File: src/tvbb_pkg.sv
// ----------------------------------------------------------------------------
// Transformed vertex bounding box: shared definitions
// Widths, register indexes, reset values, control structs and the
// saturation helper used by the transform lanes and the top level.
// ----------------------------------------------------------------------------
package tvbb_pkg;

    localparam int COORD_WIDTH     = 16;
    localparam int COEFF_FRAC_BITS = 12;
    localparam int LANE_BITS       = 16;
    localparam int ROW_WIDTH       = 4 * LANE_BITS;
    localparam int NUM_AXES        = 3;
    localparam int CFG_INDEX_WIDTH = 2;

    // One coefficient times one coordinate.
    localparam int PROD_WIDTH  = COORD_WIDTH + LANE_BITS;
    // Translation aligned to the product's binary point.
    localparam int TRANS_WIDTH = LANE_BITS + COEFF_FRAC_BITS;
    // Three products, the translation and the rounding term need three guard bits.
    localparam int ACC_WIDTH   = ((PROD_WIDTH > TRANS_WIDTH) ? PROD_WIDTH : TRANS_WIDTH) + 3;
    // Accumulator after dropping the coefficient fraction bits.
    localparam int SHIFT_WIDTH = ACC_WIDTH - COEFF_FRAC_BITS;

    typedef logic signed [COORD_WIDTH-1:0]     t_coord;
    typedef logic [ROW_WIDTH-1:0]              t_row;
    typedef logic [CFG_INDEX_WIDTH-1:0]        t_cfg_index;
    typedef logic [ROW_WIDTH-1:0]              t_cfg_data;

    // Register indexes of the configuration port.
    localparam t_cfg_index REG_ROW_X = t_cfg_index'(0);
    localparam t_cfg_index REG_ROW_Y = t_cfg_index'(1);
    localparam t_cfg_index REG_ROW_Z = t_cfg_index'(2);

    // Identity matrix: coefficient 1.0 on the diagonal, no translation.
    localparam t_row ROW_X_RESET = 64'h0000_0000_0000_1000;
    localparam t_row ROW_Y_RESET = 64'h0000_0000_1000_0000;
    localparam t_row ROW_Z_RESET = 64'h0000_1000_0000_0000;

    // Half an output LSB, for round half up.
    localparam logic signed [ACC_WIDTH-1:0] ROUND_HALF =
        ACC_WIDTH'(1) <<< (COEFF_FRAC_BITS - 1);

    // Load enables of the two transform stages.
    typedef struct packed {
        logic load_prod;
        logic load_sum;
    } t_xform_ctl;

    // Control of the running minimum and maximum.
    typedef struct packed {
        logic take;
        logic start;
    } t_acc_ctl;

    // Clamp a shifted accumulator to the signed coordinate range.
    function automatic t_coord saturate(input logic signed [SHIFT_WIDTH-1:0] v);
        logic signed [SHIFT_WIDTH-1:0] hi;
        logic signed [SHIFT_WIDTH-1:0] lo;
        hi = {{(SHIFT_WIDTH-COORD_WIDTH+1){1'b0}}, {(COORD_WIDTH-1){1'b1}}};
        lo = {{(SHIFT_WIDTH-COORD_WIDTH+1){1'b1}}, {(COORD_WIDTH-1){1'b0}}};
        if (v > hi) begin
            return hi[COORD_WIDTH-1:0];
        end else if (v < lo) begin
            return lo[COORD_WIDTH-1:0];
        end else begin
            return v[COORD_WIDTH-1:0];
        end
    endfunction

endpackage

File: src/tvbb_axis_xform.sv
// ----------------------------------------------------------------------------
// Transform lane for one axis
// Two stages: the three coefficient products, then the sum with the
// translation, round half up and saturation to the coordinate range.
// ----------------------------------------------------------------------------
module tvbb_axis_xform (
    input  logic                 i_clk,
    input  tvbb_pkg::t_xform_ctl i_ctl,
    input  tvbb_pkg::t_row       i_row,
    input  tvbb_pkg::t_coord     i_x,
    input  tvbb_pkg::t_coord     i_y,
    input  tvbb_pkg::t_coord     i_z,
    output tvbb_pkg::t_coord     o_coord
);
    import tvbb_pkg::*;

    logic signed [LANE_BITS-1:0]   c0;
    logic signed [LANE_BITS-1:0]   c1;
    logic signed [LANE_BITS-1:0]   c2;
    logic signed [LANE_BITS-1:0]   trans;

    logic signed [PROD_WIDTH-1:0]  r_p0;
    logic signed [PROD_WIDTH-1:0]  r_p1;
    logic signed [PROD_WIDTH-1:0]  r_p2;
    logic signed [LANE_BITS-1:0]   r_trans;

    logic signed [ACC_WIDTH-1:0]   n_acc;
    logic signed [SHIFT_WIDTH-1:0] n_shift;
    t_coord                        r_coord;

    assign c0    = i_row[LANE_BITS-1:0];
    assign c1    = i_row[2*LANE_BITS-1:LANE_BITS];
    assign c2    = i_row[3*LANE_BITS-1:2*LANE_BITS];
    assign trans = i_row[4*LANE_BITS-1:3*LANE_BITS];

    always_ff @(posedge i_clk) begin
        if (i_ctl.load_prod) begin
            r_p0    <= PROD_WIDTH'(c0) * PROD_WIDTH'(i_x);
            r_p1    <= PROD_WIDTH'(c1) * PROD_WIDTH'(i_y);
            r_p2    <= PROD_WIDTH'(c2) * PROD_WIDTH'(i_z);
            r_trans <= trans;
        end
    end

    // The accumulator carries 8 + COEFF_FRAC_BITS fraction bits; dropping the
    // low bits after adding half an LSB gives the floor-based rounding.
    always_comb begin
        n_acc = ACC_WIDTH'(r_p0) + ACC_WIDTH'(r_p1) + ACC_WIDTH'(r_p2)
              + (ACC_WIDTH'(r_trans) <<< COEFF_FRAC_BITS) + ROUND_HALF;
        n_shift = n_acc[ACC_WIDTH-1:COEFF_FRAC_BITS];
    end

    always_ff @(posedge i_clk) begin
        if (i_ctl.load_sum) begin
            r_coord <= saturate(n_shift);
        end
    end

    assign o_coord = r_coord;

endmodule

File: config.mk
export PLATFORM = sky130hd
export DESIGN_NAME = tvbb_axis_xform
export DESIGN_NICKNAME = d
export VERILOG_FILES = /design/src/tvbb_pkg.sv /design/src/tvbb_axis_xform.sv
export SDC_FILE = /design/constraint.sdc
export NUM_CORES = 2
export LEC_CHECK = 0
export ABC_CLOCK_PERIOD_IN_PS = 8000
export BUFFER_PORTS_ARGS = -buffer_cell sky130_fd_sc_hd__clkbuf_2
export CAP_MARGIN = 20
export CORE_MARGIN = 2
export CORE_UTILIZATION = 41
export CTS_CLUSTER_DIAMETER = 30
export CTS_CLUSTER_SIZE = 24
export DETAILED_ROUTE_END_ITERATION = 16
export GPL_TIMING_DRIVEN = 0
export PLACE_DENSITY = 0.64
export SKIP_LAST_GASP = 1
export SYNTH_ARGS = -nofsm -noshare
export SYNTH_HDL_FRONTEND = slang
export SYNTH_SLANG_ARGS = --single-unit
File: constraint.sdc
create_clock -name i_clk -period 8 [get_ports i_clk]
set_input_delay 0.8 -clock i_clk [delete_from_list [all_inputs] [get_ports i_clk]]
set_output_delay 0.8 -clock i_clk [all_outputs]
set_load 0.05 [all_outputs]
==> flow_summary.ini <==
[run_status]
outcome = completed

[critical_path]
worstSetupEndpointType = flip-flop
critical-path-max-stage-delay_ns = 0.57
startpoint_type = input port
reg2reg_slack_ns = 3.36
critPathTopFamily = adder cells
crit_buf_inv = 5
timing.rr.end = o_coord[12]$_SDFFCE_PN1P_
cp_data_arrival_time_ns = 7.81
worstSetupPathType = input port to flip-flop
cp_max_fo = 10
worstPathCellList = clkbuf_2 > clkbuf_1 > nand2_1 > fa_1 > inv_1 > fa_1 > fa_1 > fa_1 > fa_1 > inv_1 > fa_1 > inv_1 > ha_1 > a21o_1 > a21o_1 > a21o_1 > a2111oi_1 > a211oi_1 > o32a_1 > a41oi_1 > nor2_1 > a211oi_1
r2r_cells = 15
cp_slowest_cell = fa_1
crit_top_cell = fa_1
worstReg2RegStart = r_p2[12]$_DFFE_PP_
required_ns = 8.19

[route]
wl_um = 88960
firstDrtPassIters = 5
viasPerCell = 5.003
final_antenna_net_count = 0
via_count = 25130
drc = 0
wire_per_inst_um = 17.71
first_iter_violations = 1562

[timing]
setup_violations = 0
hold_viol = 0
drv_slew = 0
tightest_slew_ns = 0.9496
max_freq_ghz = 0.1312
min_period_ns = 7.622
skew_ns = 0.01085
finalCritPeriodShare = 0.9528
slew_headroom = 0.3669
grt_setup_unrepaired = false

[clock_tree]
cts_tree = yes
max-clock-path-buffers = 2
worstSkewPairLatency_ns = 0.43
ctsHoldBuffers = 0
numCtsBuffers = 17
cts.htree.levels = 4
clk_pin_slew_ns = 0.07
clock_sinks = 128
root_buffer = clkbuf_16

[global_routing]
antenna_found_initial = 7
grt_max_degree = 113
grt_pass1_wl_um = 144400
first_global_vias = 26650
overflow = 0
grtUsageTotal = 0.2049

[synthesis]
synthAdderAreaFrac = 0.5607
syn-num-nets = 4934
yosysMostFrequentCell = inv_1
netlist_area_um2 = 36340
ys_top_cells_by_count = inv_1 (919), fa_1 (838), nand2_1 (392)
syn_avg_cell_area_um2 = 9.841
synth_top_family_by_area = adder cells
yosys_register_bits = 128
yosysUniqueCellTypes = 73
netlist_instances = 3693
synthMuxAreaShare = 0.0005508
yosysSeqAreaShare = 0.1058
synth_edf_count = 128
yosys.area.top_type_share = 0.4616
synthSimpleGateAreaFrac = 0.1366
yosysWarnings = 0
synth_top_cell_by_area = fa_1
synth_compound_area_frac = 0.05949
synthXorXnorAreaFrac = 0.03009
dominantRegCellSynth = edfxtp_1
async_flop_share = 0
synth_area_leaders = fa_1 (46%), edfxtp_1 (11%), ha_1 (9.9%)

[placement]
dp.cells = 4988
numPortBuffers = 130
gp_congestion = 0.9475
dp_hpwl_um = 76380

[floorplan]
start_util = 0.4125
rows = 109
die_area_um2 = 91040
core_area_um2 = 88100
chipHeight_um = 301.7
chipWidth_um = 301.7
ioPinCount = 131

[flow_run]
drv_cap = 0

[final_layout]
syn_to_final_growth_pct = 7.502
nFillCells = 8554
drive_gt1_frac = 0.05110
final_nets = 5083
fin_util = 0.4435
fin_cells = 5022

[min_path]
min_path_type = input port to flip-flop
hold_depth = 1
min_to = r_trans[14]$_DFFE_PP_
worstHoldStart = i_row[62]
## sequential cells by signal, summed over array words and instances (netlist names)
register	cells
r_p0	32
r_p1	32
o_coord	16
r_p2	32
r_trans	16
## layout make-up
cell class	instances	area, um^2	area share
flip-flops and latches	128	3844	0.09838
clock buffers	18	429.2	0.01098
inverters	919	3450	0.08829
well taps	1165	1458	0.03731
repair buffers	130	659.4	0.01688
multi-input cells	2539	28620	0.7325
plain buffers	107	431.7	0.01105
clock inverters	14	173.9	0.004451
diodes	2	5.005	0.0001281
## layout by cell type, fill, tap and decap left out, types with 48 or more instances in the layout
cell and n:
xnor2_1 95, nand2_1 392, a21o_1 48, a21oi_1 82, edfxtp_1 128, and2_1 386, inv_1 919, o21ai_0 51
clkbuf_1 101, nor2_1 72, clkbuf_2 129, fa_1 838, ha_1 288
## logic make-up after synthesis
logic type,count (synthesis)
fa+ha+maj,1126
buf+inv,1026
simple gates,980
compound gates,307
flops,128
xor+xnor,124
mux,2
## per-layer routing
layer	track usage	share of wire	up-vias
li1	-	-	11410
met1	0.2884	0.44	12790
met2	0.3248	0.46	756
met3	0.03634	0.068	163
met4	0.06129	0.031	10
met5	0	0.00078	-
## how the worst max path moves through the flow
stage	depth (start not counted)	end	slack (ns)	from
floorplan	23	r_p2[31]$_DFFE_PP_	1.19	i_row[47]
global placement	22	r_p2[31]$_DFFE_PP_	-0.16	i_z[7]
detailed placement	24	r_p2[31]$_DFFE_PP_	-0.14	i_z[1]
CTS	22	r_p2[31]$_DFFE_PP_	0.29	i_z[7]
global route	24	r_p2[31]$_DFFE_PP_	0.03	i_z[1]
finish	22	r_p2[31]$_DFFE_PP_	0.38	i_row[40]
## stage by stage
stage	TNS (ns)	hold WS (ns)	setup WS (ns)	instance area [um^2]
final	0	0.5556	0.3777	39070
after global routing	0	0.5383	0.02522	39070
after CTS	0	0.5372	0.2866	39060
after detailed placement	-0.1418	0.9788	-0.1418	38460
after global placement	-0.1573	0.9799	-0.1573	38450
after floorplan	0	0.8989	1.186	36340
## repair_timing
action,CTS,global route
setup buffers,0,0
endpoints found under the setup margin,0,1
resized for setup,0,1
Power is left out: the tool's default activity adds up to more than one toggle a clock period on the data nets, which glitch-free logic cannot reach.
