File: src/tvbb_pkg.sv
// ----------------------------------------------------------------------------
// Transformed vertex bounding box: shared definitions
// Widths, register indexes, reset values, control structs and the
// saturation helper used by the transform lanes and the top level.
// ----------------------------------------------------------------------------
package tvbb_pkg;

    localparam int COORD_WIDTH     = 16;
    localparam int COEFF_FRAC_BITS = 12;
    localparam int LANE_BITS       = 16;
    localparam int ROW_WIDTH       = 4 * LANE_BITS;
    localparam int NUM_AXES        = 3;
    localparam int CFG_INDEX_WIDTH = 2;

    // One coefficient times one coordinate.
    localparam int PROD_WIDTH  = COORD_WIDTH + LANE_BITS;
    // Translation aligned to the product's binary point.
    localparam int TRANS_WIDTH = LANE_BITS + COEFF_FRAC_BITS;
    // Three products, the translation and the rounding term need three guard bits.
    localparam int ACC_WIDTH   = ((PROD_WIDTH > TRANS_WIDTH) ? PROD_WIDTH : TRANS_WIDTH) + 3;
    // Accumulator after dropping the coefficient fraction bits.
    localparam int SHIFT_WIDTH = ACC_WIDTH - COEFF_FRAC_BITS;

    typedef logic signed [COORD_WIDTH-1:0]     t_coord;
    typedef logic [ROW_WIDTH-1:0]              t_row;
    typedef logic [CFG_INDEX_WIDTH-1:0]        t_cfg_index;
    typedef logic [ROW_WIDTH-1:0]              t_cfg_data;

    // Register indexes of the configuration port.
    localparam t_cfg_index REG_ROW_X = t_cfg_index'(0);
    localparam t_cfg_index REG_ROW_Y = t_cfg_index'(1);
    localparam t_cfg_index REG_ROW_Z = t_cfg_index'(2);

    // Identity matrix: coefficient 1.0 on the diagonal, no translation.
    localparam t_row ROW_X_RESET = 64'h0000_0000_0000_1000;
    localparam t_row ROW_Y_RESET = 64'h0000_0000_1000_0000;
    localparam t_row ROW_Z_RESET = 64'h0000_1000_0000_0000;

    // Half an output LSB, for round half up.
    localparam logic signed [ACC_WIDTH-1:0] ROUND_HALF =
        ACC_WIDTH'(1) <<< (COEFF_FRAC_BITS - 1);

    // Load enables of the two transform stages.
    typedef struct packed {
        logic load_prod;
        logic load_sum;
    } t_xform_ctl;

    // Control of the running minimum and maximum.
    typedef struct packed {
        logic take;
        logic start;
    } t_acc_ctl;

    // Clamp a shifted accumulator to the signed coordinate range.
    function automatic t_coord saturate(input logic signed [SHIFT_WIDTH-1:0] v);
        logic signed [SHIFT_WIDTH-1:0] hi;
        logic signed [SHIFT_WIDTH-1:0] lo;
        hi = {{(SHIFT_WIDTH-COORD_WIDTH+1){1'b0}}, {(COORD_WIDTH-1){1'b1}}};
        lo = {{(SHIFT_WIDTH-COORD_WIDTH+1){1'b1}}, {(COORD_WIDTH-1){1'b0}}};
        if (v > hi) begin
            return hi[COORD_WIDTH-1:0];
        end else if (v < lo) begin
            return lo[COORD_WIDTH-1:0];
        end else begin
            return v[COORD_WIDTH-1:0];
        end
    endfunction

endpackage

File: src/tvbb_axis_acc.sv
// ----------------------------------------------------------------------------
// Running extent for one axis
// Holds the smallest and largest coordinate seen in the current list and
// presents the values that include the coordinate now being taken.
// ----------------------------------------------------------------------------
module tvbb_axis_acc (
    input  logic               i_clk,
    input  logic               i_rst_n,
    input  tvbb_pkg::t_acc_ctl i_ctl,
    input  tvbb_pkg::t_coord   i_coord,
    output tvbb_pkg::t_coord   o_next_min,
    output tvbb_pkg::t_coord   o_next_max
);
    import tvbb_pkg::*;

    t_coord r_min;
    t_coord r_max;
    t_coord n_min;
    t_coord n_max;

    // The first vertex of a list replaces the extent outright.
    always_comb begin
        n_min = (i_ctl.start || (i_coord < r_min)) ? i_coord : r_min;
        n_max = (i_ctl.start || (i_coord > r_max)) ? i_coord : r_max;
    end

    always_ff @(posedge i_clk) begin
        if (!i_rst_n) begin
            r_min <= '0;
            r_max <= '0;
        end else if (i_ctl.take) begin
            r_min <= n_min;
            r_max <= n_max;
        end
    end

    assign o_next_min = n_min;
    assign o_next_max = n_max;

endmodule

File: config.mk
export PLATFORM = sky130hd
export DESIGN_NAME = tvbb_axis_acc
export DESIGN_NICKNAME = d
export VERILOG_FILES = /design/src/tvbb_pkg.sv /design/src/tvbb_axis_acc.sv
export SDC_FILE = /design/constraint.sdc
export NUM_CORES = 1
export LEC_CHECK = 0
export ABC_AREA = 1
export ABC_CLOCK_PERIOD_IN_PS = 6200
export BUFFER_PORTS_ARGS = -buffer_cell sky130_fd_sc_hd__buf_2
export CORE_MARGIN = 1.5
export CORE_UTILIZATION = 50
export DETAILED_ROUTE_END_ITERATION = 6
export MAX_ROUTING_LAYER = met4
export PLACE_DENSITY = 0.73
export REMOVE_ABC_BUFFERS = 1
export SLEW_MARGIN = 20
export SYNTH_ARGS = -nofsm -noshare
export SYNTH_HDL_FRONTEND = slang
export SYNTH_SLANG_ARGS = --single-unit
File: constraint.sdc
create_clock -name i_clk -period 6.2 [get_ports i_clk]
set_input_delay 1.24 -clock i_clk [delete_from_list [all_inputs] [get_ports i_clk]]
set_output_delay 1.24 -clock i_clk [all_outputs]
set_load 0.05 [all_outputs]
==> flow_summary.json, run 1 <==
{
  "multi_input_area_mm2": 0.00164,
  "finalHoldViolations": 0,
  "seqPwrFrac_pct": 31.0,
  "p_leak_nw": 1.78,
  "design.core.area_mm2": 0.00511,
  "clock_latency_ns": 0.28,
  "cap_violations": 0,
  "rsz0062_at_grt": "no",
  "slew_headroom_pct": 27.0,
  "port-buffer-count": 51,
  "finalSetupTns_ns": 0,
  "synthCells": 424,
  "postCtsHoldBufs": 0,
  "grt_pass1_wl_um": 11500,
  "cts_resized": 0,
  "post_cts_buffers": 0,
  "wl_um": 6840,
  "outcome": "finished, final reports clean",
  "wl_per_cell_um": 12.8,
  "num_rows": 26,
  "crit_path_end_kind": "primary output",
  "finClkSkew_ns": 0.00853,
  "ioPinCount": 52,
  "path_clk_slew_ns": 0.07,
  "syn2layout_area_growth_pct": 13.2,
  "grt-ovfl-total": 0,
  "drc": 0,
  "fmax_ghz": 0.213,
  "cts_max_path_buffers": 2,
  "ys_seq_elements": 32,
  "initial_utilization_pct": 52.2,
  "setup_violations": 0,
  "p_int_mw": 0.410,
  "die_area_mm2": 0.00577,
  "p_clk_share_pct": 23.8,
  "first_pass_iters": 4,
  "swShare_pct": 45.2,
  "post-route-min-period_ns": 4.70,
  "ctsHtreeMaxLevel": 2,
  "startpoint_type": "input port",
  "route.vias.total": 2761,
  "yosysWarningCount": 0,
  "die_h_um": 76.0,
  "final_util_pct": 59.0,
  "fillCellCount": 514,
  "cts_tree": "yes",
  "post_synth.cell_area_avg_um2": 6.28,
  "cts_buffers": 5,
  "synth_compound_gate_area_share_pct": 8.74,
  "grt_antenna_before_repair": 0,
  "dieWidth_um": 76.0,
  "combPwrFrac_pct": 45.2,
  "required_ns": 4.96,
  "vdd_drop_max_mv": 0.150,
  "seq_area_frac_synth_pct": 24.0,
  "ys_types": 25,
  "syn_area_mm2": 0.00266,
  "synthSimpleGateAreaFrac_pct": 38.3,
  "initialDrtViolationCount": 197,
  "hpwl_um": 4600,
  "yosys.area_share.adder_pct": 14.6,
  "cts_root_buf": "clkbuf_8",
  "final_nets": 516,
  "drt-vias-per-instance": 5.16,
  "grt_usage_pct": 25.0,
  "synthXorXnorAreaFrac_pct": 0,
  "fin_hold_ws_ns": 0.560,
  "first_global_vias": 2475,
  "drv_slew": 0,
  "antenna_left": 0,
  "power_density_mw_per_mm2": 248,
  "post-route-period-util_pct": 75.8,
  "antenna_cells": 0,
  "switchingPower_mw": 0.338,
  "worstMarginPinSlew_ns": 1.09,
  "synthMuxAreaShare_pct": 0,
  "crit_arrival_ns": 3.46,
  "critPathKind": "in -> out",
  "synth_top_family_by_area": "simple AND/OR/NAND/NOR gates",
  "reg2reg_slack_ns": 3.82,
  "register_area_um2": 641,
  "crit_fanout": 17,
  "drive_above_1_share_pct": 16.6,
  "clock-sinks": 32,
  "gp_congestion": 0.864,
  "hold_path.class": "reg -> reg",
  "grt_max_degree": 36
}
[cell usage after synthesis]
master	count	area, um2
dfxtp_1	32	641
clkinv_1	1	3.75
nand3_2	1	10.0
nor3_1	2	10.0
nand4_1	18	113
o21bai_1	2	15.0
buf_2	5	25.0
a21oi_1	41	205
nand2_2	11	68.8
o21ai_0	1	5.00
nor3_2	1	10.0
buf_8	1	15.0
ha_1	31	388
inv_2	1	3.75
buf_1	3	11.3
nand2_4	3	33.8
nor2_1	12	45.0
nand3_4	1	17.5
nand2_1	122	458
clkbuf_1	7	26.3
clkbuf_4	1	7.51
nand3_1	51	255
buf_6	1	11.3
a21o_1	1	7.51
inv_1	74	278
[power groups by stage]
stage               clock [mW]  combinational, mW  sequential [mW]
finish                   0.178              0.338            0.232
global placement             0              0.334            0.236
detailed placement           0              0.338            0.236
CTS                      0.181              0.340            0.232
floorplan                    0              0.253            0.234
global route             0.194              0.373            0.234
[layout make-up]
cell class / count / area share (%)
clock buffers: 7 / 3.20
inverters: 76 / 9.46
multi-input cells: 298 / 54.5
flip-flops and latches: 32 / 21.3
well taps: 70 / 2.91
repair buffers: 52 / 8.72
[cells in the final DEF (no fill, tap or decap)]
cell type and count:
a21o_1 1, ha_1 31, nor3_1 2, nand3_2 1
buf_4 1, inv_2 1, nand2_1 122, nand2_4 3
clkbuf_8 7, nand3_4 1, nand2_2 11, nand3_1 51
nor3_2 1, nand4_1 18, dfxtp_1 32, inv_1 73
o21bai_1 2, a21oi_1 41, clkinv_1 2, nor2_1 12
buf_2 51, o21ai_0 1
[layer usage]
layer / global-route usage, % / up-vias / part of all wire (%)
met5: - / - / 0
met4: 5.56 / 0 / 0.72
met1: 32.6 / 1239 / 47
met2: 40.6 / 84 / 47
met3: 4.67 / 7 / 5.4
li1: - / 1431 / -
[worst max-delay path: stages]
cell and delay [ns]:
buf_2 0.13, ha_1 0.31, a21oi_1 0.18, nor2_1 0.06
nor3_1 0.14, nand2_1 0.10, nand2_2 0.08, nand3_2 0.35
nand3_4 0.43, nand2_1 0.12, nand2_1 0.07, buf_2 0.25
[final timing paths]
check                  start            end  cells after the start
hold reg to reg    r_max[15]      r_max[15]                      4
setup reg to reg    r_min[5]       r_min[3]                     13
hold / removal     r_max[15]      r_max[15]                      4
setup / recovery  i_coord[5]  o_next_min[4]                     12
[state kept, by name, indices dropped and copies added (netlist names)]
signal,cells
r_max,16
r_min,16
[through the flow]
stage          setup WS (ns)  instance area (um2)  power [mW]  instances
6_report                1.50                 3010       0.748        535
5_1_grt                 1.35                 3010       0.801        535
4_1_cts                 1.51                 3010       0.753        535
3_5_place_dp            1.56                 2920       0.574        528
3_3_place_gp            1.56                 2920       0.569        528
2_1_floorplan           2.02                 2570       0.488        406
[logic make-up (layout without fill, tap and decap cells)]
kind of cell	Yosys count	count (layout)
and+or+nand+nor	222	222
buffers and inverters	94	135
AOI/OAI and AO/OA	45	45
adders and majority gates	31	31
DFF	32	32
Power figures use the tool's default switching activity.
==> inputs of run 2 (changes only) <==
Settings changed: ABC_AREA 1 to 0, ABC_CLOCK_PERIOD_IN_PS 6200 to 4600, PLACE_DENSITY 0.73 to 0.74.
Clock period 6.2 ns to 4.6 ns, I/O delays scaled along.
==> run 2 against run 1 <==
First-iteration DRC count is 44% lower. Flip-flop and latch count stayed put. Wire length is 24% lower. Clock skew is 0.0057 ns lower. Sequential power is 37% higher. Sequential share of layout area is 0.78 points higher. Largest cell class unchanged.
==> flow_summary.json, run 2 <==
{
  "outcome": "finished, final reports clean",
  "num_rows": 25,
  "reg2reg_slack_ns": 1.99,
  "required_ns": 3.68,
  "post-route-period-util_pct": 96.8,
  "syn2layout_area_growth_pct": 17.6,
  "clock_latency_ns": 0.28,
  "synth_common_cells": "nand2_1 (57), inv_1 (33), dfxtp_1 (32), mux2i_1 (32), ha_1 (31)",
  "fmax_ghz": 0.225,
  "dp_cells": 390,
  "yosysMostFrequentCell": "nand2_1",
  "drc": 0,
  "final_common_cell": "nand2_1",
  "p_int_mw": 0.564,
  "wl_um": 5200,
  "clock-sinks": 32,
  "cts_buffers": 5,
  "synthFlopType": "dfxtp_1",
  "finClkSkew_ns": 0.00288,
  "cts_max_path_buffers": 2,
  "final_util_pct": 61.2,
  "cap_violations": 0,
  "critPathKind": "in -> out",
  "swShare_pct": 39.3,
  "route.vias.total": 2109,
  "dieWidth_um": 73.3,
  "rsz0062_at_grt": "no",
  "final_cell_count_no_fill": 398,
  "first_global_vias": 1925,
  "final_cell_mix": "nand2_1 (57), buf_2 (51), inv_1 (33)",
  "seqPwrFrac_pct": 34.1,
  "setup_violations": 0,
  "initial_utilization_pct": 52.0,
  "startpoint_type": "input port",
  "die_area_mm2": 0.00538,
  "design.core.area_mm2": 0.00475,
  "p_leak_nw": 1.39,
  "vdd_drop_max_mv": 0.200,
  "drive_above_1_share_pct": 30.2,
  "initialDrtViolationCount": 110,
  "port-buffer-count": 51,
  "cts_root_buf": "clkbuf_8",
  "gp_congestion": 0.799,
  "synth_edf_count": 0,
  "ioPinCount": 52,
  "cts_tree": "yes",
  "dp_slack_ns": 0.136,
  "synth_top_area_share_pct": 25.9,
  "grt_max_degree": 49,
  "ys_seq_elements": 32,
  "syn_area_mm2": 0.00247,
  "p_clk_share_pct": 24.1,
  "register_area_um2": 641,
  "switchingPower_mw": 0.365,
  "synthArstFlopShare_pct": 0,
  "largestRegisters": "r_max (16), r_min (16)",
  "drt-vias-per-instance": 5.30,
  "finalHoldViolations": 0,
  "antenna_left": 0,
  "hpwl_um": 4060,
  "postCtsHoldBufs": 0,
  "ctsHtreeMaxLevel": 2,
  "power_density_mw_per_mm2": 319,
  "yosysTopAreaCell": "dfxtp_1",
  "worst_slack_ns": 0.148,
  "seq_area_frac_synth_pct": 25.9,
  "finalSetupTns_ns": 0,
  "synthCells": 276,
  "grt_pass1_wl_um": 8420,
  "crit_fanout": 6,
  "power_mw": 0.929,
  "drv_slew": 0,
  "antenna_cells": 0,
  "post_cts_buffers": 0,
  "wl_per_cell_um": 13.1,
  "fillCellCount": 436,
  "path_clk_slew_ns": 0.06,
  "multi_input_area_mm2": 0.00166,
  "grt_antenna_before_repair": 0,
  "die_h_um": 73.3,
  "crit_path_end_kind": "primary output",
  "crit_arrival_ns": 3.53,
  "ys_types": 37,
  "hold_path.class": "reg -> reg",
  "first_pass_iters": 4,
  "grt-ovfl-total": 0,
  "final_nets": 381,
  "post_synth.cell_area_avg_um2": 8.96,
  "synth_area_leaders": "dfxtp_1 (26%), ha_1 (16%), mux2i_1 (13%)",
  "cts_resized": 0,
  "post-route-min-period_ns": 4.45,
  "worstMarginPinSlew_ns": 0.800,
  "grt_usage_pct": 20.6,
  "slew_headroom_pct": 46.7,
  "yosysWarningCount": 0,
  "combPwrFrac_pct": 41.9
}
## run 2: cell count changes after synthesis, sizes merged, moves of 6 or more
| cell | delta |
|---|---|
| nand4 | -15 |
| mux2 | +32 |
| nand2 | -78 |
| buf | -6 |
| inv | -42 |
| mux2i | +32 |
| nand3 | -53 |
| nor2 | -10 |
| a21oi | -32 |
## run 2: cell type report
cell class                 count  share of cell area [%]
sequential                    32                    22.0
timing repair buffer          57                    10.8
inverter                      33                    4.26
tap                           67                    2.88
multi-input combinational    201                    57.0
clock buffer                   8                    3.10
## run 2: final timing paths
check | from | to | cells after the start
min reg2reg | r_min[15] | r_min[15] | 2
max | i_coord[6] | o_next_min[10] | 10
max reg2reg | r_max[13] | r_max[11] | 9
min | r_min[15] | r_min[15] | 2
## run 2: critical path, cell delays in order
cell	delay [ns]
buf_2	0.13
ha_1	0.30
and3_1	0.20
a221o_1	0.35
a211o_1	0.33
or2_4	0.25
o31ai_4	0.29
buf_4	0.24
mux2_4	0.31
buf_2	0.21
## run 2: per-stage QoR
| step | instance area (um2) | hold WS [ns] |
|---|---|---|
| after floorplan | 2410 | 0.444 |
| after global placement | 2820 | 0.459 |
| after detailed placement | 2820 | 0.467 |
| after CTS | 2910 | 0.476 |
| after global routing | 2910 | 0.497 |
| final | 2910 | 0.475 |
## run 2: routing by layer
| metal | up-vias | GRT usage (%) | part of all wire (%) |
|---|---|---|---|
| li1 | 1061 | - | - |
| met2 | 54 | 36.5 | 49 |
| met4 | 0 | 5.76 | 1.5 |
| met5 | - | - | 0 |
| met3 | 7 | 3.70 | 4.1 |
| met1 | 987 | 23.9 | 45 |
## run 2: power by group through the flow
stage / clock network (mW) / registers (mW) / logic [mW]
global route: 0.240 / 0.319 / 0.417
detailed placement: 0 / 0.322 / 0.390
global placement: 0 / 0.321 / 0.382
floorplan: 0 / 0.317 / 0.296
CTS: 0.230 / 0.316 / 0.392
finish: 0.223 / 0.317 / 0.389
## run 2: cells by family (layout without fill, tap and decap cells)
kind of cell / after synthesis / in the layout / share of synthesized area (%)
buf+inv: 43 / 98 / 7.44
mux: 64 / 64 / 28.9
flops: 32 / 32 / 25.9
compound gates: 29 / 29 / 8.65
simple gates: 77 / 77 / 13.5
fa+ha+maj: 31 / 31 / 15.7
==> inputs of run 3 (changes only) <==
Settings changed: SETUP_SLACK_MARGIN from default to 0.3.
==> run 3 against run 2 <==
Global-route usage rose by 2.0 points. Fmax rose by 4.2%. Power rose by 8.6%. Critical endpoint unchanged.
==> flow_summary.json, run 3 (same netlist as run 2, synthesis figures left out) <==
{
  "first_pass_iters": 4,
  "route.vias.total": 2160,
  "postCtsHoldBufs": 0,
  "hpwl_um": 4060,
  "use_met3_pct": 4.25,
  "grt_use_met2_pct": 39.2,
  "p_int_mw": 0.621,
  "clock-sinks": 32,
  "startpoint_type": "input port",
  "outcome": "finished, final reports clean",
  "grt_usage_pct": 22.6,
  "gr-usage-met1_pct": 26.9,
  "dp_slack_ns": 0.136,
  "grt-ovfl-total": 0,
  "path_clk_slew_ns": 0.06,
  "r2r-end": "r_min[5]",
  "antenna_left": 0,
  "antenna_cells": 0,
  "path_cells": "buf_6 -> ha_4 -> and3_4 -> a221o_1 -> a211o_1 -> or2_4 -> o31ai_4 -> buf_6 -> buf_8 -> mux2_4 -> buf_8",
  "critPathKind": "in -> out",
  "drv_slew": 0,
  "slew_headroom_pct": 46.0,
  "reg2reg_depth": 9,
  "cts_tree": "yes",
  "ioPinCount": 52,
  "swShare_pct": 38.4,
  "reg2reg_slack_ns": 1.93,
  "grt.busiest_layer": "met2",
  "p_leak_nw": 1.50,
  "design.core.area_mm2": 0.00475,
  "ctsHtreeMaxLevel": 2,
  "seqPwrFrac_pct": 31.4,
  "wl_per_cell_um": 14.5,
  "slowest_delay_ns": 0.32,
  "cp_num_buf_inv": 4,
  "initialDrtViolationCount": 98,
  "final_cell_count_no_fill": 403,
  "die_area_mm2": 0.00538,
  "drt-vias-per-instance": 5.36,
  "hold_path.class": "reg -> reg",
  "rsz0062_at_grt": "no",
  "crit_fanout": 6,
  "switchingPower_mw": 0.387,
  "finClkSkew_ns": 0.00210,
  "cts_root_buf": "clkbuf_8",
  "worst_slack_ns": 0.328,
  "post-route-period-util_pct": 92.9,
  "largestRegisters": "r_max (16), r_min (16)",
  "r2r_start": "r_min[7]",
  "hold_end": "r_max[6]",
  "num_rows": 25,
  "setup_violations": 0,
  "crit_arrival_ns": 3.35,
  "first_global_vias": 2031,
  "final_nets": 386,
  "fmax_ghz": 0.234,
  "crit_path_end_kind": "primary output",
  "clock_latency_ns": 0.28,
  "gp_congestion": 0.799,
  "grt_antenna_before_repair": 0,
  "fillCellCount": 379,
  "final_area_mm2": 0.00323,
  "wl_um": 5830,
  "drive_above_1_share_pct": 33.9,
  "grt_pass1_wl_um": 9140,
  "crit_slowest_cell": "a221o_1",
  "place_area_mm2": 0.00282,
  "p_clk_share_pct": 22.2,
  "cts_buffers": 5,
  "finalHoldViolations": 0,
  "register_area_um2": 641,
  "cp_top_family": "compound AO/OA/AOI/OAI gates",
  "dp_cells": 390,
  "die_h_um": 73.3,
  "cts_max_path_buffers": 2,
  "finalSetupTns_ns": 0,
  "port-buffer-count": 51,
  "power_density_mw_per_mm2": 313,
  "hp-start": "r_max[6]",
  "final_cell_mix": "nand2_1 (57), inv_1 (33), mux2i_1 (32), buf_2 (32), dfxtp_1 (32)",
  "grt_max_degree": 49,
  "cap_violations": 0,
  "dieWidth_um": 73.3,
  "worstMarginPinSlew_ns": 0.810,
  "final_common_cell": "nand2_1",
  "combPwrFrac_pct": 46.4,
  "drc": 0,
  "multi_input_area_mm2": 0.00176,
  "initial_utilization_pct": 52.0,
  "post-route-min-period_ns": 4.27,
  "vdd_drop_max_mv": 0.218,
  "hold-path-cell-count": 2,
  "required_ns": 3.68,
  "syn2layout_area_growth_pct": 30.4
}
[run 3: cell types whose count changed in the layout (fill, tap and decap cells not counted), sizes merged]
cell and delta:
buf +5
[run 3: power groups by stage]
stage,clock (mW),sequential (mW),combinational [mW]
detailed placement,0,0.322,0.390
global placement,0,0.321,0.382
floorplan,0,0.317,0.296
finish,0.224,0.317,0.467
global route,0.241,0.319,0.496
CTS,0.230,0.316,0.461
[run 3: worst max-delay path by stage]
stage / start / endpoint / depth (start not counted)
2_1_floorplan: i_coord[6] / o_next_min[9] / 7
4_1_cts: i_coord[6] / o_next_min[10] / 11
3_5_place_dp: i_coord[6] / o_next_min[10] / 10
5_1_grt: i_coord[6] / o_next_min[10] / 11
3_3_place_gp: i_coord[6] / o_next_min[14] / 10
6_report: i_coord[6] / o_next_min[10] / 11
[run 3: cell type report]
| cell class | instances | share of cell area [%] |
|---|---|---|
| flip-flops and latches | 32 | 19.9 |
| well taps | 67 | 2.60 |
| clock buffers | 8 | 2.79 |
| multi-input cells | 201 | 54.5 |
| inverters | 33 | 3.84 |
| repair buffers | 62 | 16.4 |
[run 3: what timing repair did]
item                                    4_1_cts  5_1_grt
pin swaps                                     3        6
gates resized for setup                      57       13
gates cloned                                  1        0
setup buffers                                 4        0
endpoints found under the setup margin       29       32
[run 3: per-layer routing]
metal	up-vias	wire, um
li1	1076	-
met4	0	72
met1	1023	2620
met3	8	215
met2	53	2930
met5	-	0
[run 3: worst reg2reg max path: stages, from the launching register on]
cell and delay, ns:
dfxtp_1 0.37, inv_1 0.08, ha_4 0.21, and3_4 0.16, a221o_1 0.32, a211o_1 0.32, buf_4 0.14, o21ai_2 0.23
and2_1 0.52, mux2i_1 0.25
[run 3: stage by stage]
stage                     total power [mW]  hold WS (ns)  utilization, %
final                                 1.01         0.479            67.8
after floorplan                      0.612         0.444               -
after detailed placement             0.712         0.467            59.3
after global routing                  1.06         0.497            67.8
after CTS                             1.01         0.476            67.0
after global placement               0.704         0.459            59.3
